`config.mk`:
```
export PLATFORM = sky130hd
export DESIGN_NAME = graph_traversal_bfs_dfs
export DESIGN_NICKNAME = d
export VERILOG_FILES = /design/src/sv/gtrav_pkg.sv /design/src/sv/gtrav_ram.sv /design/src/sv/graph_traversal_bfs_dfs.sv
export SDC_FILE = /design/constraint.sdc
export NUM_CORES = 2
export LEC_CHECK = 0
export BUFFER_PORTS_ARGS = -buffer_cell sky130_fd_sc_hd__buf_2
export CAP_MARGIN = 0
export CORE_MARGIN = 4
export CORE_UTILIZATION = 63
export CTS_CLUSTER_SIZE = 25
export DETAILED_ROUTE_END_ITERATION = 10
export PLACE_DENSITY = 0.79
export SYNTH_ARGS = -nofsm -noshare
export SYNTH_HDL_FRONTEND = slang
export SYNTH_HIERARCHICAL = 1
export SYNTH_SLANG_ARGS = --single-unit
```
`constraint.sdc`:
```
create_clock -name i_clk -period 15.9 [get_ports i_clk]
set_input_delay 3.18 -clock i_clk [delete_from_list [all_inputs] [get_ports i_clk]]
set_output_delay 3.18 -clock i_clk [all_outputs]
set_load 0.02 [all_outputs]
```
`src/sv/gtrav_pkg.sv`:
```
// Package for the graph traversal block: state encoding, request codes,
// configuration register indexes and fixed field widths. No dependencies.
package gtrav_pkg;

    localparam int FIELD_W    = 4;
    localparam int CFG_IDX_W  = 1;
    localparam int CFG_DATA_W = 5;

    localparam logic [CFG_DATA_W-1:0] ACTIVE_RESET = 5'd16;

    localparam logic OP_WRITE = 1'b0;
    localparam logic OP_RUN   = 1'b1;

    localparam logic MODE_BFS = 1'b0;
    localparam logic MODE_DFS = 1'b1;

    localparam logic [CFG_IDX_W-1:0] CFG_ACTIVE_NODES   = 1'd0;
    localparam logic [CFG_IDX_W-1:0] CFG_TRAVERSAL_MODE = 1'd1;

    typedef enum logic [3:0] {
        S_CLEAR,
        S_IDLE,
        S_WR_RD,
        S_WR_WR,
        S_BFS_POP,
        S_BFS_CUR,
        S_DFS_POP,
        S_DFS_CHK,
        S_VISIT,
        S_LOAD,
        S_SCAN,
        S_FINISH
    } t_state;

endpackage

```
`src/sv/gtrav_ram.sv`:
```
// Generic simple dual-port RAM: one write port, one read port, registered read.
// No dependencies.
module gtrav_ram #(
    parameter int WIDTH = 16,
    parameter int DEPTH = 16,
    localparam int AW = (DEPTH > 1) ? $clog2(DEPTH) : 1
) (
    input  logic             i_clk,
    input  logic             i_we,
    input  logic [AW-1:0]    i_waddr,
    input  logic [WIDTH-1:0] i_wdata,
    input  logic             i_re,
    input  logic [AW-1:0]    i_raddr,
    output logic [WIDTH-1:0] o_rdata
);

    logic [WIDTH-1:0] r_mem [DEPTH];
    logic [WIDTH-1:0] r_rdata;

    always_ff @(posedge i_clk) begin
        if (i_we) begin
            r_mem[i_waddr] <= i_wdata;
        end
        if (i_re) begin
            r_rdata <= r_mem[i_raddr];
        end
    end

    assign o_rdata = r_rdata;

endmodule

```
`src/sv/graph_traversal_bfs_dfs.sv`:
```
// Graph traversal (breadth-first / depth-first) over an adjacency matrix RAM.
// Depends on gtrav_pkg and gtrav_ram.
// Edge write request: the row is read, then written back with one bit changed. Run
// request: per visited node its row is loaded and scanned, one adjacency bit checked
// per cycle by the scan sequencer; stale DFS pops are dropped; one request at a time.
// Reset: synchronous; a clearing pass then zeroes the adjacency RAM one row per cycle,
// requests are stalled meanwhile (configuration still taken).
module graph_traversal_bfs_dfs
    import gtrav_pkg::*;
#(
    parameter int NODES       = 16,
    parameter int STACK_DEPTH = 256
) (
    input  logic                  i_clk,
    input  logic                  i_rst_n,
    input  logic                  i_in_valid,
    output logic                  o_in_stall,
    input  logic                  i_op,
    input  logic [FIELD_W-1:0]    i_row,
    input  logic [FIELD_W-1:0]    i_col,
    input  logic                  i_edge_req,
    output logic                  o_out_valid,
    input  logic                  i_out_stall,
    output logic [FIELD_W-1:0]    o_node,
    output logic                  o_last,
    input  logic                  i_cfg_valid,
    output logic                  o_cfg_ready,
    input  logic [CFG_IDX_W-1:0]  i_cfg_index,
    input  logic [CFG_DATA_W-1:0] i_cfg_data
);

    localparam int AW  = $clog2(NODES);
    localparam int SW  = $clog2(NODES + 1);
    localparam int STW = (STACK_DEPTH > 1) ? $clog2(STACK_DEPTH) : 1;
    localparam int CW  = $clog2(STACK_DEPTH + 1);

    t_state                r_state, n_state;
    logic [AW-1:0]         r_clr, n_clr;
    logic [CFG_DATA_W-1:0] r_active;
    logic                  r_mode;
    logic [AW-1:0]         r_wrow, n_wrow;
    logic [AW-1:0]         r_wcol, n_wcol;
    logic                  r_wedge, n_wedge;
    logic [SW-1:0]         r_size, n_size;
    logic [NODES-1:0]      r_visited, n_visited;
    logic [AW-1:0]         r_qhead, n_qhead;
    logic [AW-1:0]         r_qtail, n_qtail;
    logic [SW-1:0]         r_qfill, n_qfill;
    logic [CW-1:0]         r_scount, n_scount;
    logic [AW-1:0]         r_cur, n_cur;
    logic [NODES-1:0]      r_rowbits, n_rowbits;
    logic [AW-1:0]         r_i, n_i;
    logic [AW-1:0]         r_held, n_held;
    logic                  r_held_v, n_held_v;
    logic                  r_out_valid, n_out_valid;
    logic [FIELD_W-1:0]    r_out_node, n_out_node;
    logic                  r_out_last, n_out_last;

    logic                  adj_we, adj_re;
    logic [AW-1:0]         adj_waddr, adj_raddr;
    logic [NODES-1:0]      adj_wdata, adj_rdata;
    logic                  q_we, q_re;
    logic [AW-1:0]         q_waddr, q_raddr, q_wdata, q_rdata;
    logic                  s_we, s_re;
    logic [STW-1:0]        s_waddr, s_raddr;
    logic [AW-1:0]         s_wdata, s_rdata;

    logic                  out_free;
    logic                  emit, emit_last;

    gtrav_ram #(.WIDTH(NODES), .DEPTH(NODES)) u_adj (
        .i_clk   (i_clk),
        .i_we    (adj_we),
        .i_waddr (adj_waddr),
        .i_wdata (adj_wdata),
        .i_re    (adj_re),
        .i_raddr (adj_raddr),
        .o_rdata (adj_rdata)
    );

    gtrav_ram #(.WIDTH(AW), .DEPTH(NODES)) u_queue (
        .i_clk   (i_clk),
        .i_we    (q_we),
        .i_waddr (q_waddr),
        .i_wdata (q_wdata),
        .i_re    (q_re),
        .i_raddr (q_raddr),
        .o_rdata (q_rdata)
    );

    gtrav_ram #(.WIDTH(AW), .DEPTH(STACK_DEPTH)) u_stack (
        .i_clk   (i_clk),
        .i_we    (s_we),
        .i_waddr (s_waddr),
        .i_wdata (s_wdata),
        .i_re    (s_re),
        .i_raddr (s_raddr),
        .o_rdata (s_rdata)
    );

    assign out_free    = !r_out_valid || !i_out_stall;
    assign o_in_stall  = (r_state != S_IDLE);
    assign o_cfg_ready = 1'b1;
    assign o_out_valid = r_out_valid;
    assign o_node      = r_out_node;
    assign o_last      = r_out_last;

    always_comb begin
        n_state   = r_state;
        n_clr     = r_clr;
        n_wrow    = r_wrow;
        n_wcol    = r_wcol;
        n_wedge   = r_wedge;
        n_size    = r_size;
        n_visited = r_visited;
        n_qhead   = r_qhead;
        n_qtail   = r_qtail;
        n_qfill   = r_qfill;
        n_scount  = r_scount;
        n_cur     = r_cur;
        n_rowbits = r_rowbits;
        n_i       = r_i;
        n_held    = r_held;
        n_held_v  = r_held_v;
        emit      = 1'b0;
        emit_last = 1'b0;
        adj_we    = 1'b0;
        adj_waddr = r_wrow;
        adj_wdata = '0;
        adj_re    = 1'b0;
        adj_raddr = r_cur;
        q_we      = 1'b0;
        q_waddr   = r_qtail;
        q_wdata   = r_i;
        q_re      = 1'b0;
        q_raddr   = r_qhead;
        s_we      = 1'b0;
        s_waddr   = STW'(r_scount);
        s_wdata   = r_i;
        s_re      = 1'b0;
        s_raddr   = STW'(r_scount - CW'(1));

        case (r_state)
            S_CLEAR: begin
                adj_we    = 1'b1;
                adj_waddr = r_clr;
                adj_wdata = '0;
                n_clr     = r_clr + AW'(1);
                if (r_clr == AW'(NODES - 1)) begin
                    n_state = S_IDLE;
                end
            end
            S_IDLE: begin
                if (i_in_valid) begin
                    case (i_op)
                        OP_WRITE: begin
                            if (32'(i_row) < NODES && 32'(i_col) < NODES) begin
                                n_wrow  = AW'(i_row);
                                n_wcol  = AW'(i_col);
                                n_wedge = i_edge_req;
                                n_state = S_WR_RD;
                            end
                        end
                        OP_RUN: begin
                            if (r_active == '0) begin
                                n_size = SW'(1);
                            end else if (32'(r_active) > NODES) begin
                                n_size = SW'(NODES);
                            end else begin
                                n_size = SW'(r_active);
                            end
                            n_held_v = 1'b0;
                            if (r_mode == MODE_DFS) begin
                                n_visited = '0;
                                s_we      = 1'b1;
                                s_waddr   = '0;
                                s_wdata   = '0;
                                n_scount  = CW'(1);
                                n_state   = S_DFS_POP;
                            end else begin
                                n_visited = NODES'(1);
                                q_we      = 1'b1;
                                q_waddr   = '0;
                                q_wdata   = '0;
                                n_qhead   = '0;
                                n_qtail   = AW'(1);
                                n_qfill   = SW'(1);
                                n_state   = S_BFS_POP;
                            end
                        end
                        default: begin
                            n_state = S_IDLE;
                        end
                    endcase
                end
            end
            S_WR_RD: begin
                adj_re    = 1'b1;
                adj_raddr = r_wrow;
                n_state   = S_WR_WR;
            end
            S_WR_WR: begin
                adj_we            = 1'b1;
                adj_waddr         = r_wrow;
                adj_wdata         = adj_rdata;
                adj_wdata[r_wcol] = r_wedge;
                n_state           = S_IDLE;
            end
            S_BFS_POP: begin
                if (r_qfill == '0) begin
                    n_state = S_FINISH;
                end else begin
                    q_re    = 1'b1;
                    n_qhead = (r_qhead == AW'(NODES - 1)) ? '0 : r_qhead + AW'(1);
                    n_qfill = r_qfill - SW'(1);
                    n_state = S_BFS_CUR;
                end
            end
            S_BFS_CUR: begin
                n_cur   = q_rdata;
                n_state = S_VISIT;
            end
            S_DFS_POP: begin
                if (r_scount == '0) begin
                    n_state = S_FINISH;
                end else begin
                    s_re     = 1'b1;
                    n_scount = r_scount - CW'(1);
                    n_state  = S_DFS_CHK;
                end
            end
            S_DFS_CHK: begin
                if (SW'(s_rdata) >= r_size) begin
                    n_state = S_DFS_POP;
                end else if (r_visited[s_rdata]) begin
                    n_state = S_DFS_POP;
                end else begin
                    n_visited[s_rdata] = 1'b1;
                    n_cur              = s_rdata;
                    n_state            = S_VISIT;
                end
            end
            S_VISIT: begin
                // previous node is now known not to be the final one
                emit = r_held_v;
                if (!r_held_v || out_free) begin
                    n_held    = r_cur;
                    n_held_v  = 1'b1;
                    adj_re    = 1'b1;
                    adj_raddr = r_cur;
                    n_state   = S_LOAD;
                end
            end
            S_LOAD: begin
                n_rowbits = adj_rdata;
                n_i       = '0;
                n_state   = S_SCAN;
            end
            S_SCAN: begin
                if (!r_visited[r_i] && r_rowbits[r_i]) begin
                    if (r_mode == MODE_DFS) begin
                        if (r_scount < CW'(STACK_DEPTH)) begin
                            s_we     = 1'b1;
                            n_scount = r_scount + CW'(1);
                        end
                    end else begin
                        n_visited[r_i] = 1'b1;
                        if (32'(r_qfill) < NODES) begin
                            q_we    = 1'b1;
                            n_qtail = (r_qtail == AW'(NODES - 1)) ? '0 : r_qtail + AW'(1);
                            n_qfill = r_qfill + SW'(1);
                        end
                    end
                end
                if (SW'(r_i) + SW'(1) == r_size) begin
                    n_state = (r_mode == MODE_DFS) ? S_DFS_POP : S_BFS_POP;
                end else begin
                    n_i = r_i + AW'(1);
                end
            end
            S_FINISH: begin
                emit      = 1'b1;
                emit_last = 1'b1;
                if (out_free) begin
                    n_held_v = 1'b0;
                    n_state  = S_IDLE;
                end
            end
            default: begin
                n_state = S_IDLE;
            end
        endcase

        n_out_valid = r_out_valid;
        n_out_node  = r_out_node;
        n_out_last  = r_out_last;
        if (out_free) begin
            n_out_valid = emit;
            if (emit) begin
                n_out_node = FIELD_W'(r_held);
                n_out_last = emit_last;
            end
        end
    end

    always_ff @(posedge i_clk) begin
        if (!i_rst_n) begin
            r_state     <= S_CLEAR;
            r_clr       <= '0;
            r_active    <= ACTIVE_RESET;
            r_mode      <= MODE_BFS;
            r_visited   <= '0;
            r_qhead     <= '0;
            r_qtail     <= '0;
            r_qfill     <= '0;
            r_scount    <= '0;
            r_held_v    <= 1'b0;
            r_out_valid <= 1'b0;
        end else begin
            r_state     <= n_state;
            r_clr       <= n_clr;
            r_visited   <= n_visited;
            r_qhead     <= n_qhead;
            r_qtail     <= n_qtail;
            r_qfill     <= n_qfill;
            r_scount    <= n_scount;
            r_held_v    <= n_held_v;
            r_out_valid <= n_out_valid;
            if (i_cfg_valid) begin
                case (i_cfg_index)
                    CFG_ACTIVE_NODES: begin
                        r_active <= i_cfg_data;
                    end
                    CFG_TRAVERSAL_MODE: begin
                        r_mode <= i_cfg_data[0];
                    end
                    default: begin
                        r_mode <= r_mode;
                    end
                endcase
            end
        end
    end

    always_ff @(posedge i_clk) begin
        r_wrow     <= n_wrow;
        r_wcol     <= n_wcol;
        r_wedge    <= n_wedge;
        r_size     <= n_size;
        r_cur      <= n_cur;
        r_rowbits  <= n_rowbits;
        r_i        <= n_i;
        r_held     <= n_held;
        r_out_node <= n_out_node;
        r_out_last <= n_out_last;
    end

    a_qfill_bound: assert property (@(posedge i_clk) disable iff (!i_rst_n)
        32'(r_qfill) <= NODES)
        else $error("queue fill above node count");

    a_scount_bound: assert property (@(posedge i_clk) disable iff (!i_rst_n)
        32'(r_scount) <= STACK_DEPTH)
        else $error("stack count above depth");

    a_scan_index: assert property (@(posedge i_clk) disable iff (!i_rst_n)
        (r_state == S_SCAN) |-> (SW'(r_i) < r_size))
        else $error("scan index beyond active nodes");

    a_finish_held: assert property (@(posedge i_clk) disable iff (!i_rst_n)
        (r_state == S_FINISH) |-> r_held_v)
        else $error("run finished without a visited node");

    a_scan_root: assert property (@(posedge i_clk) disable iff (!i_rst_n)
        (r_state == S_SCAN) |-> r_visited[0])
        else $error("root node not marked visited during scan");

endmodule

```
==> summary.md <==
| Metric | Value |
|---|---|
| Placed Cells | `4442` |
| Worst Tran Pin Value | `1.31 ns` |
| Worst setup path class | `input port to flop` |
| Number of max-cap violations | `0` |
| #FFs+latches synth | `1469` |
| Vias | `32.9k` |
| Sw Ratio | `19.5%` |
| Cell Int Power | `6.24 mW` |
| Final Non-Filler Cells | `4702` |
| Core area | `93700 um^2` |
| Chip height | `316 um` |
| Clk_lat worst skew | `0.75 ns` |
| Commonest non-fill, non-tap cells in the layout | `edfxtp_1 (1415), nor2_1 (362), mux4_2 (310)` |
| Critical Path Fanout Max | `13` |
| Post-CTS setup buffers | `0` |
| Final RePlAce weighted congestion | `0.864` |
| # H-tree levels | `4` |
| Clock transition at path regs | `0.06 ns` |
| Warnings, synthesis | `6` |
| CP required | `16.28 ns` |
| Synth Area per Inst | `18.1 um^2` |
| CTS buffer count | `145` |
| Worst Reg2Reg Path Length in Cells | `9` |
| Most common cell after layout, fill and taps aside | `edfxtp_1` |
| Worst slew margin | `10.5%` |
| Final instance area | `65800 um^2` |
| Fin crit share | `42.1%` |
| Io pins | `29` |
| Number of enable flip-flop cells after synthesis | `1415` |
| Largest net degree at the start of global routing | `245` |
| CTS root buffer | `clkbuf_16` |
| First-pass GRT wire length | `211000 um` |
| Share of layout cells above drive strength 1 | `18.9%` |
| Worst vdd ir | `0.116 mV` |
| R2R Setup Slk | `9.97 ns` |
| Placed cell areas | `61100 um^2` |
| Max Clock Skew | `0.0339 ns` |
| Crit path DAT | `7.06 ns` |
| Status | `finished clean` |
| Area Overhead vs Synth | `9.94%` |
| GRT Util Overall | `28.6%` |
| NetSw | `1.51 mW` |
| Final setup margin | `9.21 ns` |
| Die area | `100000 um^2` |
| Synth Area in Compound Gates | `3.83%` |
| XOR/XNOR Fraction of Synth Area | `0.301%` |
| Worst Setup SP | `i_op` |
| Hold Violations, Final | `0` |
| Post-synth top flop | `edfxtp_1` |
| Post-synthesis sequential area ratio | `72.8%` |
| Post-synth ARST share | `0%` |
| DRT iter0 DRCs | `4791` |
| RR Startpoint | `r_state[1]$_SDFFE_PN0P_` |
| GR Overflow Total | `0` |
| Syn_nets | `3342` |
| Pleak | `22.3 nW` |
| CP endpoint kind | `flop` |
| Synth unique cells | `83` |
| Syn Std Cell Area | `59800 um^2` |
| Row Count | `112` |
| Fmax | `150 MHz` |
| Cells after Synth | `3300` |
| Vias in the first global route | `32.8k` |
| Reg-to-reg endpoint | `u_stack/r_mem[105][3]$_DFFE_PP_` |
| Final #Nets | `3377` |
| Post-layout util | `70.2%` |
| CTS Hold Bufs | `0` |
| Initial Utilization | `63.8%` |
| Worst hold path depth | `0` |
| Fill cells | `5366` |
| Hold_sp | `r_held[2]$_DFFE_PP_` |
| Comb pwr share | `1.4%` |
| Power, Total | `7.75 mW` |
| CTS resizes | `0` |
| Post-layout min period | `6.69 ns` |
| Fin. max-slew vios | `0` |
| Place WS | `8.61 ns` |
| Vias/cell | `7.00` |
| Synth Area in Simple Gates | `6.20%` |
| Clock power frac | `44.0%` |
| RSZ-0062 raised after global routing | `no` |
| Final setup vio count | `0` |
| Power density over the cells | `118 nW/um^2` |
| Worst hold slack | `0.431 ns` |
| Post-route ant nets | `0` |
| Startpoint types | `input port` |
| DR WL/cell | `29.9 um` |
| CTS max path bufs | `3` |
| DRC Markers | `0` |
| Antenna violations before repair | `1` |
| Clk sinks | `1469` |
| CTS tree | `built` |
| Hold Path Sink | `o_node[2]$_DFFE_PP_` |
| Routed WL | `141000 um` |
| Port Buf Inserts | `27` |
| DRT Pass-1 Iters | `7` |
| Main combinational cell family by area after synthesis | `multiplexers` |
| Register share of total power | `54.6%` |
| Die W | `316 um` |
| Mux contribution to synthesized area | `14.5%` |
| HP Class | `flop to flop` |
| Synth Area in Adders | `0.452%` |
| TNS Setup | `0 ns` |
| Ant diodes | `0` |
| DP HPWL | `80800 um` |
## worst max path at each step
stage | endpoint | slack, ns | depth (start not counted)
3_3_place_gp | u_stack/r_mem[14][0]$_DFFE_PP_ | 8.93 | 8
6_report | u_stack/r_mem[105][3]$_DFFE_PP_ | 9.21 | 7
2_1_floorplan | u_stack/r_mem[0][3]$_DFFE_PP_ | 3.79 | 3
5_1_grt | u_stack/r_mem[105][3]$_DFFE_PP_ | 9.03 | 7
4_1_cts | u_stack/r_mem[105][3]$_DFFE_PP_ | 9.35 | 7
3_5_place_dp | u_stack/r_mem[238][2]$_DFFE_PP_ | 8.61 | 8
## cell type report
class / count / area [um^2] / area share, %
flip-flops and latches: 1469 / 43600 / 66.2
multi-input cells: 1611 / 15300 / 23.2
clock buffers: 181 / 3810 / 5.78
well taps: 1254 / 1570 / 2.38
clock inverters: 79 / 896 / 1.36
repair buffers: 83 / 593 / 0.901
inverters: 25 / 109 / 0.165
## power by group through the flow
| stage | Clock, mW | Sequential, mW | Combinational [mW] |
|---|---|---|---|
| 2_1_floorplan | 0 | 4.31 | 0.0713 |
| 3_3_place_gp | 0 | 4.31 | 0.107 |
| 3_5_place_dp | 0 | 4.31 | 0.110 |
| 4_1_cts | 3.44 | 4.23 | 0.111 |
| 5_1_grt | 3.62 | 4.23 | 0.118 |
| 6_report | 3.41 | 4.23 | 0.111 |
## kinds of logic after synthesis
kind of cell    after synthesis
compound gates              323
xor+xnor                     19
simple gates                808
mux                         439
fa+ha+maj                    21
flops                      1469
buf+inv                     220
other cells                   1
## worst max-delay path, cell delays in order
cell and delay (ns):
buf_2 0.13, nand3_1 0.23, clkinv_1 0.57, a21oi_1 0.77, nor2b_1 0.54, nand3_1 0.95, nor2_1 0.67
## sequential cells by signal, summed over array words and instances (netlist names), 5 cells and up
signal,flops
r_active,5
r_qfill,5
r_rowbits,16
r_scount,9
r_size,5
r_visited,16
u_adj/o_rdata,16
u_adj/r_mem,256
u_queue/r_mem,64
u_stack/r_mem,1024
## Yosys cell counts (33+ instances only)
cell type  count  share of area (%)
a22oi_1       71               0.89
nand3_1       85               0.71
nand2_1      145               0.91
nand2b_1      33               0.34
dfxtp_1       54                1.8
clkbuf_1     105               0.66
o21ai_0       43               0.36
mux2i_1       87                1.5
a21oi_1       49               0.41
nor2_1       363                2.3
mux4_2       310                 12
nor2b_1       43               0.45
nor3_1        34               0.28
edfxtp_1    1415                 71
## layer usage
layer / up-vias / global-route usage, % / wire, um
li1: 13400 / - / -
met1: 16800 / 40.6 / 51900
met2: 2317 / 45.4 / 67900
met3: 362 / 5.59 / 15200
met4: 2 / 10.4 / 5430
met5: - / 0 / 13
Power figures use the tool's default switching activity.
